[config.mk]
export PLATFORM = sky130hd
export DESIGN_NAME = indexed_shift_list_core_flat
export DESIGN_NICKNAME = d
export VERILOG_FILES = /design/src/sv/isl_pkg.sv /design/src/sv/isl_req_if.sv /design/src/sv/isl_rsp_if.sv /design/src/sv/isl_ram.sv /design/src/sv/indexed_shift_list_core.sv /design/src/flat_wrapper.sv
export SDC_FILE = /design/constraint.sdc
export NUM_CORES = 2
export LEC_CHECK = 0
export BUFFER_PORTS_ARGS = -buffer_cell sky130_fd_sc_hd__buf_2
export CAP_MARGIN = 30
export CORE_AREA = 2 2 411 494
export DETAILED_ROUTE_END_ITERATION = 6
export DIE_AREA = 0 0 413 496
export GPL_TIMING_DRIVEN = 0
export SYNTH_ARGS = -nofsm -noshare
export SYNTH_HDL_FRONTEND = slang
export SYNTH_SLANG_ARGS = --single-unit
export TNS_END_PERCENT = 5
[constraint.sdc]
create_clock -name clk_i -period 16.5 [get_ports clk_i]
set_input_delay 0 -clock clk_i [delete_from_list [all_inputs] [get_ports clk_i]]
set_output_delay 0 -clock clk_i [all_outputs]
set_load 0.01 [all_outputs]
[src/sv/isl_pkg.sv]
// Shared types and codes for the indexed shift list.
// No dependencies; used by the interfaces, the RAM user and the top level.
package isl_pkg;

  localparam int unsigned POS_W   = 5;
  localparam int unsigned OP_W    = 3;
  localparam int unsigned ST_W    = 2;
  localparam int unsigned CNT_O_W = 5;

  typedef enum logic [OP_W-1:0] {
    OP_CLEAR  = 3'd0,
    OP_INSERT = 3'd1,
    OP_DELETE = 3'd2,
    OP_READ   = 3'd3,
    OP_UPDATE = 3'd4
  } op_e;

  typedef enum logic [ST_W-1:0] {
    ST_OK        = 2'd0,
    ST_BAD_INDEX = 2'd1,
    ST_EMPTY     = 2'd2,
    ST_FULL      = 2'd3
  } status_e;

  typedef struct packed {
    logic signed [31:0] id;
    logic [7:0]         age;
    logic [63:0]        name_low;
    logic [15:0]        name_high;
  } rec_t;

endpackage

[src/sv/isl_req_if.sv]
// Request channel of the indexed shift list: one list operation per transaction.
// Depends on isl_pkg for field widths.
interface isl_req_if;
  logic                      valid;
  logic                      ready;
  logic [isl_pkg::OP_W-1:0]  operation;
  logic [isl_pkg::POS_W-1:0] position;
  logic signed [31:0]        student_id;
  logic [7:0]                student_age;
  logic [63:0]               name_low;
  logic [15:0]               name_high;

  modport source (output valid, operation, position, student_id, student_age, name_low,
                  name_high, input ready);
  modport sink   (input valid, operation, position, student_id, student_age, name_low,
                  name_high, output ready);
endinterface

[src/sv/isl_rsp_if.sv]
// Response channel of the indexed shift list: one result per transaction.
// Depends on isl_pkg for field widths.
interface isl_rsp_if;
  logic                        valid;
  logic                        ready;
  logic [isl_pkg::ST_W-1:0]    status;
  logic signed [31:0]          out_id;
  logic [7:0]                  out_age;
  logic [63:0]                 out_name_low;
  logic [15:0]                 out_name_high;
  logic [isl_pkg::CNT_O_W-1:0] entry_count;

  modport source (output valid, status, out_id, out_age, out_name_low, out_name_high,
                  entry_count, input ready);
  modport sink   (input valid, status, out_id, out_age, out_name_low, out_name_high,
                  entry_count, output ready);
endinterface

[src/sv/isl_ram.sv]
// Generic single-write, single-read RAM with registered read data.
// No dependencies.
module isl_ram #(
  parameter int unsigned WIDTH = 8,
  parameter int unsigned DEPTH = 16
) (
  input  logic                                      clk_i,
  input  logic                                      we_i,
  input  logic [(DEPTH > 1 ? $clog2(DEPTH) : 1)-1:0] waddr_i,
  input  logic [WIDTH-1:0]                          wdata_i,
  input  logic [(DEPTH > 1 ? $clog2(DEPTH) : 1)-1:0] raddr_i,
  output logic [WIDTH-1:0]                          rdata_o
);

  logic [WIDTH-1:0] mem_q [DEPTH];

  always_ff @(posedge clk_i) begin
    if (we_i) begin
      mem_q[waddr_i] <= wdata_i;
    end
    rdata_o <= mem_q[raddr_i];
  end

endmodule

[src/sv/indexed_shift_list_core.sv]
// Indexed shift list: ordered record list held in one RAM, shifted entry by entry.
// Depends on isl_pkg, isl_req_if, isl_rsp_if and isl_ram.
//
//   channel  dir  handshake          payload
//   req_i    in   valid/ready        operation, position, record fields
//   rsp_o    out  valid/ready        status, returned record, entry_count
//
// Insert and delete move one entry per cycle through the single RAM port pair.
// Insert below the tail shifts entries up from the tail to the position, then writes;
// delete shifts the entries above the position down; read fetches one entry; the
// others skip the shift. ready returns in the cycle the result is registered.
// The RAM is not cleared by reset; only the entry count is.
// req_i.ready is low while an item is in work; a result waiting on rsp_o
// stalls only the next item's completion, not its acceptance.
module indexed_shift_list_core #(
  parameter int unsigned CAPACITY = 16
) (
  input  logic      clk_i,
  input  logic      rst_ni,
  isl_req_if.sink   req_i,
  isl_rsp_if.source rsp_o
);

  localparam int unsigned AW   = (CAPACITY > 1) ? $clog2(CAPACITY) : 1;
  localparam int unsigned CW   = $clog2(CAPACITY + 1);
  localparam int unsigned CMPW = (CW > isl_pkg::POS_W) ? CW : isl_pkg::POS_W;
  localparam int unsigned RW   = $bits(isl_pkg::rec_t);

  typedef enum logic [1:0] {
    S_IDLE,
    S_SHIFT,
    S_WRITE,
    S_RESP
  } state_e;

  state_e           state_q;
  isl_pkg::op_e     op_q;
  logic [AW-1:0]    pos_q;
  isl_pkg::rec_t    rec_new_q;
  isl_pkg::rec_t    rec_res_q;
  isl_pkg::status_e status_q;
  logic [CW-1:0]    count_q;

  logic [AW-1:0]    rd_addr_q;
  logic [AW-1:0]    rd_last_q;
  logic             rd_down_q;
  logic             rd_active_q;
  logic             pend_q;
  logic [AW-1:0]    pend_addr_q;

  logic                          rsp_valid_q;
  isl_pkg::status_e              rsp_status_q;
  isl_pkg::rec_t                 rsp_rec_q;
  logic [isl_pkg::CNT_O_W-1:0]   rsp_count_q;

  logic             accept;
  isl_pkg::op_e     req_op;
  isl_pkg::status_e acc_status;
  logic             acc_ok;
  logic [CMPW-1:0]  pos_x;
  logic [CMPW-1:0]  cnt_x;
  logic             is_full;
  logic             is_empty;
  isl_pkg::rec_t    req_rec;

  logic             ram_we;
  logic [AW-1:0]    ram_waddr;
  logic [RW-1:0]    ram_wdata;
  logic [RW-1:0]    ram_rdata;
  isl_pkg::rec_t    rd_rec;
  logic             pend_hit;

  assign req_i.ready = (state_q == S_IDLE);
  assign accept      = req_i.valid && req_i.ready;
  assign req_op      = isl_pkg::op_e'(req_i.operation);
  assign pos_x       = CMPW'(req_i.position);
  assign cnt_x       = CMPW'(count_q);
  assign is_full     = (count_q == CW'(CAPACITY));
  assign is_empty    = (count_q == '0);

  assign req_rec.id        = req_i.student_id;
  assign req_rec.age       = req_i.student_age;
  assign req_rec.name_low  = req_i.name_low;
  assign req_rec.name_high = req_i.name_high;

  // Insert checks the index before fullness; delete, read and update check emptiness first.
  always_comb begin
    acc_status = isl_pkg::ST_OK;
    case (req_op)
      isl_pkg::OP_INSERT: begin
        if (pos_x > cnt_x) begin
          acc_status = isl_pkg::ST_BAD_INDEX;
        end else if (is_full) begin
          acc_status = isl_pkg::ST_FULL;
        end
      end
      isl_pkg::OP_DELETE, isl_pkg::OP_READ, isl_pkg::OP_UPDATE: begin
        if (is_empty) begin
          acc_status = isl_pkg::ST_EMPTY;
        end else if (pos_x >= cnt_x) begin
          acc_status = isl_pkg::ST_BAD_INDEX;
        end
      end
      default: acc_status = isl_pkg::ST_OK;
    endcase
  end
  assign acc_ok = (acc_status == isl_pkg::ST_OK);

  // Delete and read capture the entry at the position instead of moving it.
  assign rd_rec   = isl_pkg::rec_t'(ram_rdata);
  assign pend_hit = !rd_down_q && (pend_addr_q == pos_q);

  always_comb begin
    ram_we    = 1'b0;
    ram_waddr = pos_q;
    ram_wdata = RW'(rec_new_q);
    case (state_q)
      S_SHIFT: begin
        ram_we    = pend_q && !pend_hit;
        ram_waddr = rd_down_q ? pend_addr_q + AW'(1) : pend_addr_q - AW'(1);
        ram_wdata = ram_rdata;
      end
      S_WRITE: begin
        ram_we = 1'b1;
      end
      default: ram_we = 1'b0;
    endcase
  end

  isl_ram #(
    .WIDTH (RW),
    .DEPTH (CAPACITY)
  ) u_ram (
    .clk_i   (clk_i),
    .we_i    (ram_we),
    .waddr_i (ram_waddr),
    .wdata_i (ram_wdata),
    .raddr_i (rd_addr_q),
    .rdata_o (ram_rdata)
  );

  always_ff @(posedge clk_i or negedge rst_ni) begin
    if (!rst_ni) begin
      state_q      <= S_IDLE;
      count_q      <= '0;
      rd_active_q  <= 1'b0;
      pend_q       <= 1'b0;
      rsp_valid_q  <= 1'b0;
      op_q         <= isl_pkg::OP_CLEAR;
      status_q     <= isl_pkg::ST_OK;
      rsp_status_q <= isl_pkg::ST_OK;
      rd_down_q    <= 1'b0;
    end else begin
      // drop the result once taken, unless the response state loads the next one
      if (rsp_valid_q && rsp_o.ready && (state_q != S_RESP)) begin
        rsp_valid_q <= 1'b0;
      end
      case (state_q)
        S_IDLE: begin
          if (accept) begin
            op_q        <= req_op;
            pos_q       <= AW'(req_i.position);
            rec_new_q   <= req_rec;
            rec_res_q   <= '0;
            status_q    <= acc_status;
            case (req_op)
              isl_pkg::OP_CLEAR: begin
                count_q <= '0;
                state_q <= S_RESP;
              end
              isl_pkg::OP_INSERT: begin
                if (!acc_ok) begin
                  state_q <= S_RESP;
                end else if (pos_x == cnt_x) begin
                  state_q <= S_WRITE;
                end else begin
                  // walk down from the tail, each entry moves up by one
                  rd_addr_q   <= AW'(count_q - CW'(1));
                  rd_last_q   <= AW'(req_i.position);
                  rd_down_q   <= 1'b1;
                  rd_active_q <= 1'b1;
                  state_q     <= S_SHIFT;
                end
              end
              isl_pkg::OP_DELETE: begin
                if (acc_ok) begin
                  rd_addr_q   <= AW'(req_i.position);
                  rd_last_q   <= AW'(count_q - CW'(1));
                  rd_down_q   <= 1'b0;
                  rd_active_q <= 1'b1;
                  state_q     <= S_SHIFT;
                end else begin
                  state_q <= S_RESP;
                end
              end
              isl_pkg::OP_READ: begin
                if (acc_ok) begin
                  rd_addr_q   <= AW'(req_i.position);
                  rd_last_q   <= AW'(req_i.position);
                  rd_down_q   <= 1'b0;
                  rd_active_q <= 1'b1;
                  state_q     <= S_SHIFT;
                end else begin
                  state_q <= S_RESP;
                end
              end
              isl_pkg::OP_UPDATE: begin
                if (acc_ok) begin
                  state_q <= S_WRITE;
                end else begin
                  state_q <= S_RESP;
                end
              end
              default: state_q <= S_RESP;
            endcase
          end
        end
        S_SHIFT: begin
          if (rd_active_q) begin
            pend_q      <= 1'b1;
            pend_addr_q <= rd_addr_q;
            if (rd_addr_q == rd_last_q) begin
              rd_active_q <= 1'b0;
            end else begin
              rd_addr_q <= rd_down_q ? rd_addr_q - AW'(1) : rd_addr_q + AW'(1);
            end
          end else begin
            pend_q <= 1'b0;
          end
          if (pend_q && pend_hit) begin
            rec_res_q <= rd_rec;
          end
          // last read data lands this cycle: finish the pass
          if (pend_q && !rd_active_q) begin
            if (op_q == isl_pkg::OP_INSERT) begin
              state_q <= S_WRITE;
            end else begin
              state_q <= S_RESP;
              if (op_q == isl_pkg::OP_DELETE) begin
                count_q <= count_q - CW'(1);
              end
            end
          end
        end
        S_WRITE: begin
          if (op_q == isl_pkg::OP_INSERT) begin
            count_q <= count_q + CW'(1);
          end
          state_q <= S_RESP;
        end
        S_RESP: begin
          if (!rsp_valid_q || rsp_o.ready) begin
            rsp_valid_q  <= 1'b1;
            rsp_status_q <= status_q;
            rsp_rec_q    <= rec_res_q;
            rsp_count_q  <= isl_pkg::CNT_O_W'(count_q);
            state_q      <= S_IDLE;
          end
        end
        default: state_q <= S_IDLE;
      endcase
    end
  end

  assign rsp_o.valid         = rsp_valid_q;
  assign rsp_o.status        = rsp_status_q;
  assign rsp_o.out_id        = rsp_rec_q.id;
  assign rsp_o.out_age       = rsp_rec_q.age;
  assign rsp_o.out_name_low  = rsp_rec_q.name_low;
  assign rsp_o.out_name_high = rsp_rec_q.name_high;
  assign rsp_o.entry_count   = rsp_count_q;

  a_count_bound: assert property (@(posedge clk_i) disable iff (!rst_ni)
    int'(count_q) <= int'(CAPACITY))
    else $error("entry count above capacity");

  a_no_write_idle: assert property (@(posedge clk_i) disable iff (!rst_ni)
    ram_we |-> (state_q != S_IDLE))
    else $error("RAM written while idle");

  a_rsp_from_resp: assert property (@(posedge clk_i) disable iff (!rst_ni)
    $rose(rsp_valid_q) |-> $past(state_q == S_RESP))
    else $error("response raised outside the response state");

  a_write_in_range: assert property (@(posedge clk_i) disable iff (!rst_ni)
    ram_we |-> (int'(ram_waddr) < int'(CAPACITY)))
    else $error("RAM write address beyond capacity");

endmodule
[src/flat_wrapper.sv]
// flat-port wrapper written by rule: the top's interface ports become plain ports
module indexed_shift_list_core_flat 
#(
  parameter int unsigned CAPACITY = 16
)
  (clk_i, rst_ni, req_i_valid, req_i_operation, req_i_position, req_i_student_id, req_i_student_age, req_i_name_low, req_i_name_high, req_i_ready, rsp_o_valid, rsp_o_status, rsp_o_out_id, rsp_o_out_age, rsp_o_out_name_low, rsp_o_out_name_high, rsp_o_entry_count, rsp_o_ready);
  isl_req_if req_i_i ();
  isl_rsp_if rsp_o_i ();
  input  logic clk_i;
  input  logic rst_ni;
  input wire logic [$bits(req_i_i.valid)-1:0] req_i_valid;
  input wire logic [$bits(req_i_i.operation)-1:0] req_i_operation;
  input wire logic [$bits(req_i_i.position)-1:0] req_i_position;
  input wire logic [$bits(req_i_i.student_id)-1:0] req_i_student_id;
  input wire logic [$bits(req_i_i.student_age)-1:0] req_i_student_age;
  input wire logic [$bits(req_i_i.name_low)-1:0] req_i_name_low;
  input wire logic [$bits(req_i_i.name_high)-1:0] req_i_name_high;
  output wire logic [$bits(req_i_i.ready)-1:0] req_i_ready;
  output wire logic [$bits(rsp_o_i.valid)-1:0] rsp_o_valid;
  output wire logic [$bits(rsp_o_i.status)-1:0] rsp_o_status;
  output wire logic [$bits(rsp_o_i.out_id)-1:0] rsp_o_out_id;
  output wire logic [$bits(rsp_o_i.out_age)-1:0] rsp_o_out_age;
  output wire logic [$bits(rsp_o_i.out_name_low)-1:0] rsp_o_out_name_low;
  output wire logic [$bits(rsp_o_i.out_name_high)-1:0] rsp_o_out_name_high;
  output wire logic [$bits(rsp_o_i.entry_count)-1:0] rsp_o_entry_count;
  input wire logic [$bits(rsp_o_i.ready)-1:0] rsp_o_ready;
  assign req_i_i.valid = req_i_valid;
  assign req_i_i.operation = req_i_operation;
  assign req_i_i.position = req_i_position;
  assign req_i_i.student_id = req_i_student_id;
  assign req_i_i.student_age = req_i_student_age;
  assign req_i_i.name_low = req_i_name_low;
  assign req_i_i.name_high = req_i_name_high;
  assign req_i_ready = req_i_i.ready;
  assign rsp_o_valid = rsp_o_i.valid;
  assign rsp_o_status = rsp_o_i.status;
  assign rsp_o_out_id = rsp_o_i.out_id;
  assign rsp_o_out_age = rsp_o_i.out_age;
  assign rsp_o_out_name_low = rsp_o_i.out_name_low;
  assign rsp_o_out_name_high = rsp_o_i.out_name_high;
  assign rsp_o_entry_count = rsp_o_i.entry_count;
  assign rsp_o_i.ready = rsp_o_ready;
  indexed_shift_list_core #(.CAPACITY(CAPACITY)) u_core (.clk_i(clk_i), .rst_ni(rst_ni), .req_i(req_i_i), .rsp_o(rsp_o_i));
endmodule
# [Word-level counts from Yosys, hierarchy flattened]
# Memories as Yosys holds them, arrays and structs flattened. A register that Yosys moved wholly into a read port is not among the register bits.
# Cells that the tools add are included.
[totals] n_memories=1 input_bits=132 out_inout_bits=129 regBits=399 ram_bits=1920 latch_bits=0 mem_bits_ro=0
[memory_table] memory="u_core.u_ram.mem_q" words=16 word_bits=120 rd=1 rd_ports_with_merged_regs=1 wr=1 line="isl_ram.sv:15" source="logic [WIDTH-1:0] mem_q [DEPTH];"
[classes] muxes=58 bitwise_logic=0 n_addsub=6 n_reduce_logical=34 div_mod_pow=0 n_lt_le_gt_ge=2 n_mul=0 n_eq_ne=33 shift=0
[op_table] cell="$mux W120" count=3
[op_table] cell="$pmux W120 S2" count=1
[op_table] cell="$mux W4" count=12
[op_table] cell="$mux W5" count=6
[op_table] cell="$ne A2 B1 Y1 const B" count=10
[op_table] cell="$mux W2" count=9
[op_table] cell="$mux W1" count=16
[op_table] cell="$pmux W4 S2" count=2
[op_table] cell="$pmux W5 S3" count=1
[op_table] cell="$ne A2 B2 Y1 const B" count=6
[op_table] cell="$ne A3 B3 Y1 const B" count=4
[op_table] cell="$pmux W4 S3" count=1
[op_table] cell="$reduce_and A3 Y1" count=4
[op_table] cell="$reduce_and A6 Y1" count=2
[op_table] cell="$eq A3 B2 Y1 const B" count=3
[op_table] cell="$reduce_and A9 Y1" count=1
[op_table] cell="$add A4 B1 Y4 const B" count=2
[op_table] cell="$eq A4 B4 Y1" count=2
[op_table] cell="$pmux W1 S2" count=4
[op_table] cell="$pmux W2 S4" count=1
[op_table] cell="$reduce_and A8 Y1" count=1
[op_table] cell="$sub A4 B1 Y4 const B" count=2
[op_table] cell="$logic_and A1 B1 Y1" count=7
[op_table] cell="$reduce_and A7 Y1" count=1
[op_table] cell="23 further kinds" count=32

# [Longest topological paths before layout]
[logic_depth] ltp_word=9 ltp_mapped=8 depth_no_buf=7

# [By module]
# A second synthesis with hierarchy kept.
[unflattened] cells_unflattened=3947 hier_area_um2=89543.4
[modules_own_cells] mod="isl_ram" area_per_inst_um2=74008.5 cells_per_inst=3066 seq_area_each_um2=60057.6 instances=1
[modules_own_cells] mod="indexed_shift_list_core" area_per_inst_um2=15534.9 cells_per_inst=881 seq_area_each_um2=11891.4 instances=1

# [Worst setup path before layout]
# OpenSTA, ideal clock, no wires.
[synth_timing] path_type="register to register" from="reg u_core.rd_down_q" to="mem u_core.u_ram.mem_q[12][0] (netlist name), enable pin" required_ns=15.606 path_slack_ns=2.636 n_path_buf=0 path_stages_with_launch=8 period_less_slack_ns=13.864 arrival_ns=12.970 cell_sequence="dfrtp_1 -> inv_1 -> ha_1 -> a21o_1 -> a21oi_1 -> xnor2_1 -> o21a_1 -> nor4_1"
[synth_via] elab_chain_len=7 word_cells_on_any_way=9
[synth_lines] item="start, declared" line="indexed_shift_list_core.sv:46" source="logic rd_down_q;"
[synth_lines] item="start signal, assigned" line="indexed_shift_list_core.sv:152" source="rd_down_q <= 1'b0;"
[synth_lines] item="start signal, assigned" line="indexed_shift_list_core.sv:180" source="rd_down_q <= 1'b1;"
[synth_lines] item="start signal, assigned" line="indexed_shift_list_core.sv:189" source="rd_down_q <= 1'b0;"
[synth_lines] item="$logic_not A1 Y1" line="indexed_shift_list_core.sv:111" source="assign pend_hit = !rd_down_q && (pend_addr_q == pos_q);"
[synth_lines] item="$logic_and A1 B1 Y1" line="indexed_shift_list_core.sv:111"
[synth_lines] item="$logic_not A1 Y1" line="indexed_shift_list_core.sv:119" source="ram_we = pend_q && !pend_hit;"
[synth_lines] item="$logic_and A1 B1 Y1" line="indexed_shift_list_core.sv:119"
[synth_lines] item="$pmux W1 S2" line="indexed_shift_list_core.sv:117" source="case (state_q)"
[synth_lines] item="$mux W1" line="isl_ram.sv:18" source="if (we_i) begin"
[synth_lines] item="$mux W1 (not written as such)" line="isl_ram.sv:19" source="mem_q[waddr_i] <= wdata_i;"
[synth_lines] item="end, declared" line="isl_ram.sv:15"
# Several ways; a longest one is shown, not always the timed one.

# [Worst setup path after layout]
[layout_timing] from="reg u_core.state_q[1]" to="mem u_core.u_ram.mem_q[8][63] (netlist name), enable pin"
[layout_via] elab_chain_len=4 word_cells_on_any_way=6
[layout_lines] item="start, declared" line="indexed_shift_list_core.sv:36" source="state_e state_q;"
[layout_lines] item="start signal, assigned" line="indexed_shift_list_core.sv:144" source="state_q <= S_IDLE;"
[layout_lines] item="start signal, assigned" line="indexed_shift_list_core.sv:169" source="state_q <= S_RESP;"
[layout_lines] item="start signal, assigned" line="indexed_shift_list_core.sv:173" source="state_q <= S_RESP;"
[layout_lines] item="$eq A2 B2 Y1 / $eq A2 B1 Y1 (equally long branches)" line="indexed_shift_list_core.sv:117"
[layout_lines] item="$pmux W1 S2" line="indexed_shift_list_core.sv:117"
[layout_lines] item="$mux W1" line="isl_ram.sv:18"
[layout_lines] item="$mux W1 (not written as such)" line="isl_ram.sv:19"
# Several ways; a longest one is shown, not always the timed one.

==> flow_summary_export.csv <==
group,metric,value,unit
cts,clkLatencyLatePin,870,ps
power,seq_power_share,0.487,
global_route,grt_max_degree,59,
place,post-dp-hpwl,144.1,mm
power,power_switching,4788,uW
global_route,overflow,0,
worst_setup_path,cp_max_fo,10,
min_path,hold_depth,4,
worst_setup_path,rrSetupSlack,11360,ps
floorplan,die_x,413,um
logic_synthesis,synthArstFlopShare,0.007380,
cts,cts.clk_slew.worst_paths,60,ps
logic_synthesis,syn-num-nets,3831,
final_layout,area_growth,20.93,%
worst_setup_path,start_kind,"register",
power,p_sw_frac,0.2735,
worst_setup_path,cp_data_required_time,17080,ps
worst_setup_path,r2r-start,"u_core.state_q[1]$_DFFE_PN0P_",
min_path,whs_endpoint,"u_core.rd_last_q[1]$_DFFE_PP_",
logic_synthesis,synth-seq-cells,2439,
floorplan,core_area,200000,sq um
cts,h-tree-depth,4,
floorplan,die_h,496,um
worst_setup_path,reg2reg_to,"u_core.u_ram.mem_q[8][63]$_DFFE_PP_",
logic_synthesis,synthDistinctLibCells,53,
cts,postCtsSetupRepairBufs,0,
sta,final.setup.tns,0,ps
sta,max_clock_freq,0.1944,GHz
drt,routed_wl,218.9,mm
logic_synthesis,avgSynthCellArea,24.33,sq um
sta,tightest_slew,1023,ps
place,placed_cell_area,97860,sq um
sta,hold_ws,117.4,ps
sta,fin_crit_sh,0.3117,
place,portBuffers,259,
cts,hold_buffers,264,
logic_synthesis,ys_warn_count,0,
drt,ant_nets,0,
sta,setup_viol,0,
min_path,hold_start,"req_i_position[1]",
floorplan,dieArea,204800,sq um
global_route,grt_pass1_vias,43550,
worst_setup_path,path_class,"register to register",
cts,cts_tree,"done",
final_layout,layout_common_cells,"edfxtp_1, mux4_2, buf_2",
cts,cts_root_buffer,"clkbuf_16",
power,clkPwrFrac,0.310,
min_path,min_path_type,"input pin to register",
place,dpl.cell_count,6950,
final_layout,final_cell_area,108300,sq um
power,irDropWorstVdd,0.0001050,V
cts,cts_resized,0,
job,drv_cap,0,
floorplan,num_rows,180,
drt,vias,42740,
drt,viasPerCell,5.578,
place,gp_congestion,0.7705,
cts,cts.path.max_buffers,3,
logic_synthesis,synth-main-ff-cell,"edfxtp_1",
global_route,grt_use_total,0.2146,
floorplan,pin_count,261,
drt,post_drt_wl_per_cell,28.56,um
global_route,antenna_found_initial,9,
floorplan,start_util,0.4478,
worst_setup_path,crit_arrival,5720,ps
final_layout,nets,4961,
power,p_int,12720,uW
sta,finalHoldViolations,0,
global_route,grt_pass1_wl,312.4,mm
cts,cts_made_buffers,232,
power,power_frac_comb,0.204,
logic_synthesis,synthCells,3681,
logic_synthesis,synth-seq-area-share,0.8033,
worst_setup_path,r2r_cells,15,
sta,rsz0062_at_grt,"false",
drt,drc,0,
final_layout,final_common_cell,"edfxtp_1",
drt,dr.pass1.iters,5,
logic_synthesis,synth_edf_count,2301,
power,powerDensity,161.6,nW/um^2
outcome,status,"finished clean",
sta,relSlewSlack,0.3178,
final_layout,fin_util,0.5416,
final_layout,fin_cells,7662,
final_layout,drive_gt1_frac,0.3361,
sta,skew,30.25,ps
worst_setup_path,cp-end-kind,"register",
cts,cts_sinks,2439,
drt,drt_iter0_drc,4779,
sta,period_minus_slack,5144,ps
sta,maxSlewViolCount,0,
power,leakage,0.03639,uW
logic_synthesis,syn_area,89560,sq um
==> layer usage <==
metal | GRT usage | part of all wire | vias up
met1 | 0.3144 | 0.43 | 22960
met4 | 0.04945 | 0.018 | 0
met2 | 0.3387 | 0.48 | 1630
met3 | 0.03885 | 0.070 | 265
met5 | 0 | 0 | -
li1 | - | - | 17890
==> per-stage QoR <==
stage / total power [uW] / worst slack [ps]
after floorplan: 10780 / 2636
after global placement: 12240 / -16110
after detailed placement: 12200 / 11450
after CTS: 17660 / 11380
after global routing: 18160 / 11140
final: 17500 / 11360
==> cell type report <==
type,count,area [sq um]
antenna,4,10.01
buffer,174,939.7
clock buffer,301,6236
clock inverter,141,1541
fill,15210,91680
inverter,17,63.81
multi-input combinational,1051,16720
sequential,2439,71950
tap,2639,3302
timing repair buffer,896,7543
==> worst max-delay path by stage <==
| stage | startpoint | to | slack [ps] | cells after the start |
|---|---|---|---|---|
| 2_1_floorplan | u_core.rd_down_q$_DFFE_PN0P_ | u_core.u_ram.mem_q[12][0]$_DFFE_PP_ | 2640 | 7 |
| 4_1_cts | u_core.state_q[1]$_DFFE_PN0P_ | u_core.u_ram.mem_q[8][63]$_DFFE_PP_ | 11380 | 15 |
| 5_1_grt | u_core.state_q[1]$_DFFE_PN0P_ | u_core.u_ram.mem_q[8][63]$_DFFE_PP_ | 11140 | 15 |
| 6_report | u_core.state_q[1]$_DFFE_PN0P_ | u_core.u_ram.mem_q[8][63]$_DFFE_PP_ | 11360 | 15 |
| 3_5_place_dp | u_core.state_q[1]$_DFFE_PN0P_ | u_core.u_ram.mem_q[8][62]$_DFFE_PP_ | 11450 | 15 |
| 3_3_place_gp | u_core.state_q[1]$_DFFE_PN0P_ | u_core.u_ram.mem_q[11][55]$_DFFE_PP_ | -16110 | 5 |
==> cells in the mapped netlist, types with 3 or more instances <==
cell type | count | area share
a21o_1 | 124 | 0.010
a21oi_1 | 18 | 0.0010
a31oi_1 | 4 | 0.00028
and2_1 | 123 | 0.0086
and3_1 | 6 | 0.00042
buf_1 | 17 | 0.00071
buf_2 | 14 | 0.00078
buf_4 | 34 | 0.0028
buf_6 | 18 | 0.0023
clkbuf_1 | 91 | 0.0038
dfrtp_1 | 18 | 0.0050
dfxtp_1 | 120 | 0.027
edfxtp_1 | 2301 | 0.77
ha_1 | 16 | 0.0022
inv_1 | 17 | 0.00071
mux2_2 | 8 | 0.0010
mux2i_1 | 3 | 0.00034
mux4_2 | 600 | 0.15
nand2_1 | 27 | 0.0011
nand2b_1 | 4 | 0.00028
nand3_1 | 5 | 0.00028
nor2_1 | 18 | 0.00075
nor2b_1 | 3 | 0.00021
nor3_1 | 13 | 0.00073
nor4_1 | 8 | 0.00056
nor4b_1 | 3 | 0.00029
o211ai_1 | 3 | 0.00025
o21a_1 | 3 | 0.00025
o21ai_0 | 12 | 0.00067
o31ai_1 | 8 | 0.00067
xnor2_1 | 8 | 0.00078
xor2_1 | 9 | 0.00088
==> power by group through the flow <==
stage / clock network (uW) / registers [uW] / logic [uW]
2_1_floorplan: 0 / 8730 / 2050
3_3_place_gp: 0 / 9020 / 3220
3_5_place_dp: 0 / 8650 / 3550
4_1_cts: 5520 / 8520 / 3620
5_1_grt: 5740 / 8570 / 3840
6_report: 5420 / 8520 / 3570
==> flip-flops by register name, indices dropped and copies added, names as in the netlist, 5 cells and up <==
signal / flops
u_core.u_ram.mem_q: 1920
u_core.rsp_o.out_id: 32
u_core.rsp_o.out_age: 8
u_core.cnt_x: 5
u_core.rsp_o.out_name_high: 16
u_core.rsp_o.out_name_low: 64
u_core.rec_res_q: 120
u_core.rec_new_q: 120
u_core.u_ram.rdata_o: 120
u_core.rsp_o.entry_count: 5
==> kinds of logic after synthesis <==
logic type / synth area share
multiplexers: 0.1525
flip-flops: 0.8033
adder cells (fa/ha/maj): 0.002682
AO/OA/AOI/OAI: 0.01507
XOR/XNOR: 0.001663
buffers and inverters: 0.01113
AND/OR/NAND/NOR: 0.01364
==> critical path: stages, from the launching register on <==
cell      delay [ps]
dfrtp_1          410
inv_1             90
ha_1             240
clkbuf_1         640
clkbuf_1         580
mux2i_1          330
nand2_1          210
nor4_2           720
buf_4            320
buf_4            200
buf_4            190
buf_4            190
buf_4            190
buf_4            170
buf_4            170
buf_4            190
(Power assumes the default switching activity.)
